==> config.mk <==
export PLATFORM = sky130hd
export DESIGN_NAME = vnorm_div_cell
export DESIGN_NICKNAME = d
export VERILOG_FILES = /design/src/rtl/vnorm_pkg.sv /design/src/rtl/vnorm_div_cell.sv
export SDC_FILE = /design/constraint.sdc
export NUM_CORES = 1
export LEC_CHECK = 0
export ABC_AREA = 0
export BUFFER_PORTS_ARGS = -buffer_cell sky130_fd_sc_hd__buf_4
export CAP_MARGIN = 20
export CORE_AREA = 4 4 167 169
export CTS_CLUSTER_DIAMETER = 80
export DETAILED_ROUTE_END_ITERATION = 6
export DIE_AREA = 0 0 171 173
export MAX_ROUTING_LAYER = met4
export PLACE_DENSITY = 0.71
export SLEW_MARGIN = 20
export SYNTH_ARGS = -nofsm -noshare
export SYNTH_HDL_FRONTEND = slang
export SYNTH_SLANG_ARGS = --single-unit
==> constraint.sdc <==
create_clock -name clock -period 3.6 [get_ports clock]
set_input_delay 0.36 -clock clock [delete_from_list [all_inputs] [get_ports clock]]
set_output_delay 0.36 -clock clock [all_outputs]
set_load 0.01 [all_outputs]
==> src/rtl/vnorm_pkg.sv <==
// Shared types and constants for the vector normalize unit.
// No dependencies; used by every module in rtl/.
`timescale 1ns / 1ps

package vnorm_pkg;

   localparam int LANES = 3;

   typedef struct packed {
      logic             valid;
      logic [LANES-1:0] neg;
   } vnorm_ctrl_type;

endpackage

==> src/rtl/vnorm_div_cell.sv <==
// One cell of the divide chain: settles one quotient bit for each lane.
// Depends on vnorm_pkg.
`timescale 1ns / 1ps

module vnorm_div_cell #(
   parameter int W     = 24,
   parameter int F     = 22,
   parameter int FIRST = 0
) (
   input  logic                                     clock,
   input  logic                                     reset,
   input  vnorm_pkg::vnorm_ctrl_type                 src_ctrl,
   input  logic [vnorm_pkg::LANES-1:0][W-1:0]       src_rem,
   input  logic [vnorm_pkg::LANES-1:0][F:0]         src_q,
   input  logic [W-1:0]                             src_den,
   input  logic [2*W-1:0]                           src_sum,
   output vnorm_pkg::vnorm_ctrl_type                 dst_ctrl,
   output logic [vnorm_pkg::LANES-1:0][W-1:0]       dst_rem,
   output logic [vnorm_pkg::LANES-1:0][F:0]         dst_q,
   output logic [W-1:0]                             dst_den,
   output logic [2*W-1:0]                           dst_sum
);

   vnorm_pkg::vnorm_ctrl_type                 ctrl_ff;
   logic [vnorm_pkg::LANES-1:0][W-1:0]        rem_ff, rem_in;
   logic [vnorm_pkg::LANES-1:0][F:0]          q_ff, q_in;
   logic [W-1:0]                              den_ff;
   logic [2*W-1:0]                            sum_ff;
   logic [W:0]                                cur, diff;
   logic                                      ge;

   always_comb begin
      rem_in = '0;
      q_in   = '0;
      cur    = '0;
      diff   = '0;
      ge     = 1'b0;
      for (int i = 0; i < vnorm_pkg::LANES; i++) begin
         if (FIRST != 0) begin
            cur = {1'b0, src_rem[i]};
         end else begin
            cur = {src_rem[i], 1'b0};
         end
         diff      = cur - {1'b0, src_den};
         ge        = (cur >= {1'b0, src_den});
         rem_in[i] = ge ? diff[W-1:0] : cur[W-1:0];
         q_in[i]   = {src_q[i][F-1:0], ge};
      end
   end

   always_ff @(posedge clock) begin
      if (reset) begin
         ctrl_ff <= '0;
      end else begin
         ctrl_ff <= src_ctrl;
      end
      rem_ff <= rem_in;
      q_ff   <= q_in;
      den_ff <= src_den;
      sum_ff <= src_sum;
   end

   assign dst_ctrl = ctrl_ff;
   assign dst_rem  = rem_ff;
   assign dst_q    = q_ff;
   assign dst_den  = den_ff;
   assign dst_sum  = sum_ff;

endmodule

==> results.md <==
- The flow ran to the end, and the final reports show no timing, DRC or antenna violations.
- The final routed wire length divided by cell count is ~20 µm.
- Timing would allow up to 318 MHz.
- The power per cell area is 480 nW/µm².
- Of the post-synthesis cell area, the part taken by muxes is 7.23%.
- The average via count per standard cell is around 4.9.
- The tree is rooted in a sky130_fd_sc_hd__clkbuf_16.
- Across the VDD grid, the largest voltage drop is 0.385 mV.
- The first global-routing pass estimated 53000 µm of wire.
- The number of synthesized flops with an enable pin is 0.
- Counting I/O delays and the setup requirement, the final critical path takes 3.14 ns.
- Setup violations remaining at the end of the flow were counted as 0.
- The post-synthesis share of cell area spent on xor and xnor gates is under 10%.
- The combinational family with the most area after synthesis is compound AO/OA/AOI/OAI gates.
- Once the clock tree was built, the resizer swapped 0 gates to a different size.
- The worst setup margin is 0.457 ns.
- The total core area is 26600 µm².
- Setup repair after global routing left no endpoint under its margin.
- The number of hold buffers added after CTS is 137.
- The pre-CTS setup slack is roughly 0.48 ns.
- CTS built an H-tree with a depth of 1.
- The cell count after synthesis is 870.
- The critical-path maximum fanout is 7.
- The data required time of the critical path is 4.00 ns.
- The tightest slew margin relative to the limit is around 58%.
- The number of max-cap violations is 0.
- Summing the areas of all and, or, nand and nor instances in the mapped netlist gives 10.4% of the synthesized area.
- The pin count of the biggest net entering global routing is 26.
- Among cell families on the critical path, the largest total delay comes from compound AO/OA/AOI/OAI gates.
- Global routing consumed, over all layers together, 23.5% of the routing resources.
- The buffer depth of the longest clock path is 3.
- The final worst-path cycle share is between 80% and 90%.
- The worst setup path is captured at a register.
- The first-iteration detailed-routing DRC count is 340.
- The critical path startpoint category is an input port.
- Clock-pin slew was measured on the worst setup and hold paths at 0.06 ns.
- In this run the biggest area consumer among cell types represents 47.5% of the synthesized area.
- The number of nets in the synthesized netlist is about 1200.
- The critical path goes through dlygate4sd3_1 > buf_4 > inv_1 > ha_1 > a2111oi_1 > a221oi_1 > o41a_2 > a21oi_1 > or4b_2 > nand3_1 > mux2_2.
- Sequential elements use 47.5% of the synthesized area.
- The overall overflow remaining after global route is 0.
- Once the clock tree was built, the setup fixing pass inserted 0 buffers.
- Dividing the synthesized area by the synthesized cell count gives about 11 µm².
- For this run, the leading register cell type out of synthesis is sky130_fd_sc_hd__dfxtp_1.
- For the pin with the worst max-slew slack, the measured transition is ~0.62 ns.
- In the synthesized netlist, the cells that appear most often are 217 x sky130_fd_sc_hd__dfxtp_1, 72 x sky130_fd_sc_hd__ha_1, 64 x sky130_fd_sc_hd__nor2_1.
- Input and output buffers added on the ports amount to 432.
- The worst setup path is of the input port to register kind.
- The number of antenna violations at the first check in global routing is 13.
- The hold violation count in the final report is 0.
- The via total after detailed routing is 8859.
- The detail route stage leaves a number of antenna-violating nets equal to 0.
- The completed layout was analyzed and its total power is 7220 µW.
- The count of final max-slew check failures is 0.
- The final sum of negative setup slack is 0 ns.
- The distinct cell type count after synthesis is 69.
- The register bit total from synthesis is 217.
- The critical path starts at src_den[7].
- The DRC violation count after routing is 0.
- From synthesis to final layout, the design area changed by 64.3%.
- The worst hold path begins at reset.
- The standard cell with the maximum stage delay on the critical path is sky130_fd_sc_hd__dlygate4sd3_1.
- The synthesized-area fraction occupied by adder cells is a little over a tenth.
- Of the cells placed in the final design, the portion with a size suffix greater than 1 is 38.2%.
- The HPWL after detailed placement is 27800 µm.
- For this run, the slowest stage of the critical path takes 0.53 ns.
- The initial utilization of the core area, before any placement, comes to 34.4%.
- Yosys printed 0 warnings.
- sky130_fd_sc_hd__dfxtp_1 is the most common cell in the netlist.
- The post-synthesis instance area is just over 9000 µm².
- The compound-gate portion of the synthesized area is 16.3%.
- The biggest area contributor in the post-synthesis netlist is sky130_fd_sc_hd__dfxtp_1.
- The I/O pin count is roughly 440.
- Across all hold checks on the routed design, the worst slack comes to 0.0362 ns.
- The via count of the first global-routing pass is 9292.
- Yosys attributes the largest share of cell area to sky130_fd_sc_hd__dfxtp_1 47%, sky130_fd_sc_hd__ha_1 9.8%, sky130_fd_sc_hd__mux2_2 4.1%.
- The critical path arrival is 3.55 ns.
- In this run the core area contains 60 standard-cell rows.
- The die area is approximately 30000 µm².
- The final net count is 1746.
- Measured along the y axis, the die boundary spans 173 µm.
- Clock tree synthesis found a total of 217 sinks.
- The class of the worst hold path is input port to register.
- The number of buffers and inverters on the critical path is 3.
- The total clock buffers created by CTS is 25.
- The async set or reset register ratio after synthesis is 0%.
- The clock tree from TritonCTS is done.
- Measured along the x axis, the die boundary spans between 150 and 200 µm.
- Summed over all layers, the routed wires come to approximately 36000 µm.
- The placer's final routability congestion estimate is 0.913.
- The number of iterations in the first detailed-routing pass is 5.
- In this run the static leakage power is a little over 0.007 µW.
cell usage in the layout, fill, tap and decap left out, types with 26 or more instances in the layout:
cell type | synthesis | routed
sky130_fd_sc_hd__a21o_1 | 26 | 26
sky130_fd_sc_hd__inv_1 | 44 | 44
sky130_fd_sc_hd__xnor2_1 | 32 | 32
sky130_fd_sc_hd__ha_1 | 72 | 72
sky130_fd_sc_hd__nand2_1 | 28 | 28
sky130_fd_sc_hd__mux2_2 | 33 | 33
sky130_fd_sc_hd__buf_4 | 0 | 440
sky130_fd_sc_hd__o21ai_0 | 32 | 32
sky130_fd_sc_hd__a21oi_1 | 59 | 59
sky130_fd_sc_hd__dlygate4sd3_1 | 0 | 137
sky130_fd_sc_hd__dfxtp_1 | 217 | 217
sky130_fd_sc_hd__nor2_1 | 64 | 64
where the power goes:
group | internal [µW] | switching [µW] | total [µW]
sequential | 2670 | 82.2 | 2750
combinational | 1030 | 907 | 1940
clock | 1500 | 1040 | 2530
total | 5200 | 2030 | 7220
registers in the layout (all words and copies together) (netlist names):
signal,cells
dst_rem,72
dst_ctrl,4
dst_q,69
dst_sum,48
dst_den,24
per-layer routing:
metal | GRT usage, % | routed length, µm | vias up | share of wire, %
li1 | - | - | 4290 | -
met1 | 23.3 | 12700 | 4119 | 35
met2 | 42.7 | 19000 | 362 | 52
met3 | 6.58 | 2890 | 88 | 8.0
met4 | 9.97 | 1650 | 0 | 4.6
met5 | - | 0 | - | 0
cell families after synthesis:
group	after synthesis
flops	217
compound gates	215
xor+xnor	51
fa+ha+maj	75
simple gates	191
mux	53
buf+inv	68
final cells by class:
class                      count  area (µm²)
tap                          341         427
multi-input combinational    585        4530
antenna                       14        35.0
timing repair buffer         579        4710
sequential                   217        4340
clock inverter                10        92.6
clock buffer                  35         733
fill                        2275       11500
inverter                      44         165
metrics by stage:
step | std cells | util, % | area [µm²]
floorplan | 870 | - | 9150
global placement | 1629 | 48.2 | 12800
detailed placement | 1629 | 48.2 | 12800
CTS | 1811 | 56.5 | 15000
global route | 1825 | 56.6 | 15000
finish | 1825 | 56.6 | 15000
path summary, 6_finish.rpt:
| kind | end | slack (ns) | depth (start not counted) |
|---|---|---|---|
| worst max-delay path | dst_rem[66] | 0.46 | 11 |
| worst min-delay path | dst_ctrl[0] | 0.04 | 2 |
Power figures use the tool's default switching activity.
