===== src/rtl/vnorm_pkg.sv =====
// Shared types and constants for the vector normalize unit.
// No dependencies; used by every module in rtl/.
`timescale 1ns / 1ps

package vnorm_pkg;

   localparam int LANES = 3;

   typedef struct packed {
      logic             valid;
      logic [LANES-1:0] neg;
   } vnorm_ctrl_type;

endpackage


===== src/rtl/vnorm_sqrt_cell.sv =====
// One cell of the square root chain: settles one root bit per item.
// Depends on vnorm_pkg.
`timescale 1ns / 1ps

module vnorm_sqrt_cell #(
   parameter int W  = 24,
   parameter int PW = 120
) (
   input  logic                     clock,
   input  logic                     reset,
   input  vnorm_pkg::vnorm_ctrl_type src_ctrl,
   input  logic [W:0]               src_rem,
   input  logic [W-1:0]             src_root,
   input  logic [2*W-1:0]           src_rad,
   input  logic [PW-1:0]            src_pass,
   output vnorm_pkg::vnorm_ctrl_type dst_ctrl,
   output logic [W:0]               dst_rem,
   output logic [W-1:0]             dst_root,
   output logic [2*W-1:0]           dst_rad,
   output logic [PW-1:0]            dst_pass
);

   vnorm_pkg::vnorm_ctrl_type ctrl_ff;
   logic [W:0]     rem_ff, rem_in;
   logic [W-1:0]   root_ff, root_in;
   logic [2*W-1:0] rad_ff, rad_in;
   logic [PW-1:0]  pass_ff;
   logic [W+2:0]   cur, trial, diff;
   logic           ge;

   always_comb begin
      cur     = {src_rem, src_rad[2*W-1 -: 2]};
      trial   = {1'b0, src_root, 2'b01};
      diff    = cur - trial;
      ge      = (cur >= trial);
      rem_in  = ge ? diff[W:0] : cur[W:0];
      root_in = {src_root[W-2:0], ge};
      rad_in  = {src_rad[2*W-3:0], 2'b00};
   end

   always_ff @(posedge clock) begin
      if (reset) begin
         ctrl_ff <= '0;
      end else begin
         ctrl_ff <= src_ctrl;
      end
      rem_ff  <= rem_in;
      root_ff <= root_in;
      rad_ff  <= rad_in;
      pass_ff <= src_pass;
   end

   assign dst_ctrl = ctrl_ff;
   assign dst_rem  = rem_ff;
   assign dst_root = root_ff;
   assign dst_rad  = rad_ff;
   assign dst_pass = pass_ff;

endmodule


===== config.mk =====
export PLATFORM = sky130hd
export DESIGN_NAME = vnorm_sqrt_cell
export DESIGN_NICKNAME = d
export VERILOG_FILES = /design/src/rtl/vnorm_pkg.sv /design/src/rtl/vnorm_sqrt_cell.sv
export SDC_FILE = /design/constraint.sdc
export NUM_CORES = 1
export LEC_CHECK = 0
export BUFFER_PORTS_ARGS = -buffer_cell sky130_fd_sc_hd__buf_2
export CORE_AREA = 10 10 164 166
export DETAILED_ROUTE_END_ITERATION = 6
export DIE_AREA = 0 0 174 176
export HOLD_SLACK_MARGIN = 0.12
export PLACE_DENSITY = 0.67
export RECOVER_POWER = 50
export REMOVE_ABC_BUFFERS = 1
export SLEW_MARGIN = 15
export SYNTH_ARGS = -nofsm -noshare
export SYNTH_HDL_FRONTEND = slang
export SYNTH_SLANG_ARGS = --single-unit

===== constraint.sdc =====
create_clock -name clock -period 4.2 [get_ports clock]
set_input_delay 0.42 -clock clock [delete_from_list [all_inputs] [get_ports clock]]
set_output_delay 0.42 -clock clock [all_outputs]
set_load 0.02 [all_outputs]

==> impl_summary.md <==
Status
The run finished with clean final reports.

Routing
Before antenna repair, the detailed router went through 4 iterations. After detailed routing, the number of vias per cell comes to 4.28. Across all layers, the routed design uses 6,461 vias. For this run, design rule violations remaining after detail routing come to 0. The first routing iteration left 301 violations. The count of nets left with antenna violations once routing finished came out at 0.

Summed over all layers, the routed wires come to 31.2 mm. In the final routed layout, each cell accounts on average for 20.7 um.

Synthesis
In this run the mean area of a mapped cell was 12.4 um^2. The share of the yosys chip area belonging to registers is 70.3%. During synthesis, Yosys emitted a total of 0 warnings. The dominant cell type by area after synthesis is sky130_fd_sc_hd__dfxtp_1.

After synthesis, the largest family of logic cells by area is compound AO/OA/AOI/OAI gates. Yosys mapped a number of flops with a built-in enable equal to 0. Summed over its instances, the top area cell type makes up 70.3% of the synthesized netlist area.

Counting flops and latches in the post-synthesis netlist gives 219. For this run, asynchronously set or reset flops after synthesis account for 0%. Summing the areas of all compound-gate instances in the mapped netlist gives 11.1% of the synthesized area. Summing the areas of all xor and xnor instances in the mapped netlist gives 2.39% of the synthesized area. The gate count of the mapped netlist is 503. Of the total synthesized cell area, the portion taken by AND, OR, NAND and NOR gates is 7.22%. The count of cell types in the netlist is 59.

The mapped netlist covers 0.00624 mm^2. The proportion of synthesized area in mux cells is 0.160%. By area the synthesized netlist is led by sky130_fd_sc_hd__dfxtp_1, sky130_fd_sc_hd__ha_1, sky130_fd_sc_hd__inv_1.

The arithmetic-cell share of the synthesized area counting full adders, half adders and majority gates is 5.22%. For this run, the leading register cell type out of synthesis is sky130_fd_sc_hd__dfxtp_1.

Worst setup path
The worst setup path is captured at a flop. The critical path startpoint category is an input port. The data required time at the worst endpoint is 4.64 ns. In this run the worst path has a maximum fanout of 27. STA puts the critical path data arrival time at 3.41 ns. The signal on the critical path passes through dlygate4sd3_1 > buf_2 > inv_1 > ha_1 > a21oi_1 > o21ai_0 > a22oi_1 > nand3_1 > a21oi_4 > buf_4 > mux2i_1. The stage delay of the slowest cell on the critical path is 0.55 ns. The total buffers and inverters traversed by the critical path is 4. The worst setup path is of the in2reg kind. The kind of cell with the highest combined delay along the critical path is buffers and inverters. The slowest stage of the critical path is the sky130_fd_sc_hd__dlygate4sd3_1 cell.

Min path
The path class of the tightest hold or removal check is in2reg.

Floorplan
For this configuration, the core starts out at a cell density of 26.2%. In this run the core area contains 57 standard-cell rows. The core outline area is 0.0238 mm^2. The vertical die dimension is 176 um.

The x dimension of the die is 174 um. Pin placement for this block handled 444 I/O pins. The overall die area is 0.0306 mm^2.

Clocking
In this run the deepest clock path goes through 3 buffers. The tree is rooted in a sky130_fd_sc_hd__clkbuf_16. The CTS sink count is 219.

The number of gates resized after cts is 0. TritonCTS built the clock tree. The clock transition at the registers of the reported paths is 0.06 ns.

In this run the number of H-tree levels came out at 1. In this run, CTS created clock tree buffers numbering 24.

Global route
The first global-routing pass estimated 43.9 mm of wire. The largest net degree at the start of global routing is 28. The initial antenna violation count is 13. The total global-route track usage is 18.9%. The residual overflow from global routing is 0. The via count of the first global-routing pass came to 7,142.

Power
The power share of the combinational group is 17.5%. The internal power consumption is 3840 uW. In this run, the clock network consumes 39.4% of the power. The worst-case IR drop observed on VDD is 0.264 mV.

The sequential share of power is 43.1%. Net switching is 27.0% of the power. Summed over all nets, the switching power comes to 1420 uW. The cell area power density is 457 mW/mm^2. The leakage power is 0.00550 uW.

Final layout
Of the cells placed in the final design, the portion with a size suffix greater than 1 is 37.6%. The area growth from synthesis to layout is 84.9%. The net count of the finished layout is 1,406. Fill cells in the final layout number 2,190. The final design area excluding fillers is 0.0115 mm^2.

Place
After legalization and detailed placement, the total HPWL measured 22.5 mm. The worst setup timing slack at the placement stage is 1.32 ns. The congestion estimate from routability-driven global placement came to 0.877. Summing all placed instances gives a cell area of 0.00878 mm^2. The count of port buffers added during placement is 441.

Timing
After layout, the worst setup slack is 1.24 ns. For this run, the top clock speed supported by timing is 337 MHz. Counting I/O delays and the setup requirement, the final critical path takes 2.96 ns.

Setup repair after global routing left no endpoint under its margin. The transition time at the pin with the least slew margin is 0.654 ns. The final clock period utilization by the worst path is 70.6%. The final setup violation count is 0.

The max-slew violation count is 0. The total negative slack is 0 ns. The worst slew margin relative to its limit is 55.3%. Across all hold checks on the routed design, the worst slack comes to 0.139 ns. The number of hold-slack violations in the final timing report is 0.

Run
The max-cap violation count is 0.
[flip-flops by register name, indices dropped and copies added, names as in the netlist]
name,count
dst_root,24
dst_rad,46
dst_pass,120
dst_rem,25
dst_ctrl,4
[per-layer routing]
layer,share of wire [%],vias up,wire (um),GRT usage [%]
met1,34,3060,10500,17.7
met2,55,300,17100,36.3
met3,7.4,78,2320,6.02
met5,0.087,-,27,0
li1,-,3019,-,-
met4,4.0,4,1260,9.30
[power by group through the flow]
stage / Sequential, uW / Clock [uW] / Combinational, uW
after global routing: 2280 / 2200 / 985
after global placement: 2300 / 0 / 757
after detailed placement: 2310 / 0 / 762
after floorplan: 2500 / 0 / 218
final: 2270 / 2070 / 921
after CTS: 2260 / 2090 / 926
[final cells by class]
class	instances	area, um^2	area share (%)
tap	324	405	3.52
clock inverter	10	88.8	0.770
multi-input combinational	235	1640	14.3
inverter	34	128	1.11
sequential	219	4380	38.0
clock buffer	33	696	6.03
timing repair buffer	643	4160	36.1
antenna	11	27.5	0.239
[what timing repair did]
| item | 4_1_cts | 5_1_grt |
|---|---|---|
| hold buffers | 201 | 0 |
| buffers inserted | 0 | 0 |
| endpoints found under the hold margin | 201 | 0 |
[cells in the mapped netlist, types with 2 or more instances]
library cell                number
sky130_fd_sc_hd__or2_2           2
sky130_fd_sc_hd__a21oi_1        22
sky130_fd_sc_hd__a2111oi_0       2
sky130_fd_sc_hd__nand2_1        33
sky130_fd_sc_hd__nor3_1          4
sky130_fd_sc_hd__a31oi_1         2
sky130_fd_sc_hd__nor2b_1         8
sky130_fd_sc_hd__o21bai_1        4
sky130_fd_sc_hd__clkbuf_1        4
sky130_fd_sc_hd__and2_1          2
sky130_fd_sc_hd__nand4_1         7
sky130_fd_sc_hd__o41ai_2         2
sky130_fd_sc_hd__xor2_1          7
sky130_fd_sc_hd__xnor2_1        10
sky130_fd_sc_hd__o211a_1         2
sky130_fd_sc_hd__and3_1          5
sky130_fd_sc_hd__o21ai_0        25
sky130_fd_sc_hd__buf_2           4
sky130_fd_sc_hd__ha_1           26
sky130_fd_sc_hd__nor2_1         11
sky130_fd_sc_hd__a21boi_0        3
sky130_fd_sc_hd__o21a_1          7
sky130_fd_sc_hd__nor4_1          4
sky130_fd_sc_hd__buf_4           6
sky130_fd_sc_hd__dfxtp_1       219
sky130_fd_sc_hd__inv_1          34
sky130_fd_sc_hd__o31ai_1         4
sky130_fd_sc_hd__o211ai_1        3
sky130_fd_sc_hd__a211o_1         2
sky130_fd_sc_hd__o21ai_1         3
sky130_fd_sc_hd__nand3_1         6
sky130_fd_sc_hd__a21o_1          3
[placed cells by master (no fill, tap or decap), types with 3 or more instances in the layout]
| cell | instances |
|---|---|
| sky130_fd_sc_hd__clkbuf_1 | 59 |
| sky130_fd_sc_hd__o31ai_1 | 4 |
| sky130_fd_sc_hd__o21a_1 | 7 |
| sky130_fd_sc_hd__nor3_1 | 4 |
| sky130_fd_sc_hd__xnor2_1 | 10 |
| sky130_fd_sc_hd__nor2b_1 | 8 |
| sky130_fd_sc_hd__nor2_1 | 11 |
| sky130_fd_sc_hd__nand3_1 | 6 |
| sky130_fd_sc_hd__dfxtp_1 | 219 |
| sky130_fd_sc_hd__ha_1 | 26 |
| sky130_fd_sc_hd__nor4_1 | 4 |
| sky130_fd_sc_hd__o21bai_1 | 4 |
| sky130_fd_sc_hd__dlygate4sd3_1 | 201 |
| sky130_fd_sc_hd__a21boi_0 | 3 |
| sky130_fd_sc_hd__clkinv_2 | 4 |
| sky130_fd_sc_hd__o211ai_1 | 3 |
| sky130_fd_sc_hd__clkbuf_16 | 25 |
| sky130_fd_sc_hd__diode_2 | 11 |
| sky130_fd_sc_hd__o21ai_1 | 3 |
| sky130_fd_sc_hd__o21ai_0 | 25 |
| sky130_fd_sc_hd__nand4_1 | 7 |
| sky130_fd_sc_hd__xor2_1 | 7 |
| sky130_fd_sc_hd__clkinvlp_4 | 4 |
| sky130_fd_sc_hd__inv_1 | 34 |
| sky130_fd_sc_hd__clkbuf_8 | 4 |
| sky130_fd_sc_hd__buf_2 | 385 |
| sky130_fd_sc_hd__a21o_1 | 3 |
| sky130_fd_sc_hd__and3_1 | 5 |
| sky130_fd_sc_hd__a21oi_1 | 21 |
| sky130_fd_sc_hd__nand2_1 | 33 |
[cells by family after synthesis]
logic type | after synthesis
DFF | 219
AOI/OAI and AO/OA | 100
and+or+nand+nor | 89
buffers and inverters | 50
adders and majority gates | 26
xor gates and xnor gates | 17
other | 1
muxes | 1
[worst paths after layout]
path                    start          end  slack [ns]  cells after the start
setup / recovery  src_root[8]   dst_rem[1]        1.24                     11
hold / removal    src_rem[20]  dst_rem[22]        0.14                      3
[stage by stage]
step	utilization (%)	power [uW]	instances
finish	48.4	5270	1509
CTS	48.6	5280	1498
global route	48.4	5470	1509
global placement	36.8	3060	1254
detailed placement	36.8	3070	1254
floorplan	-	2720	488
Note: power is estimated with default switching activity, not from simulation.
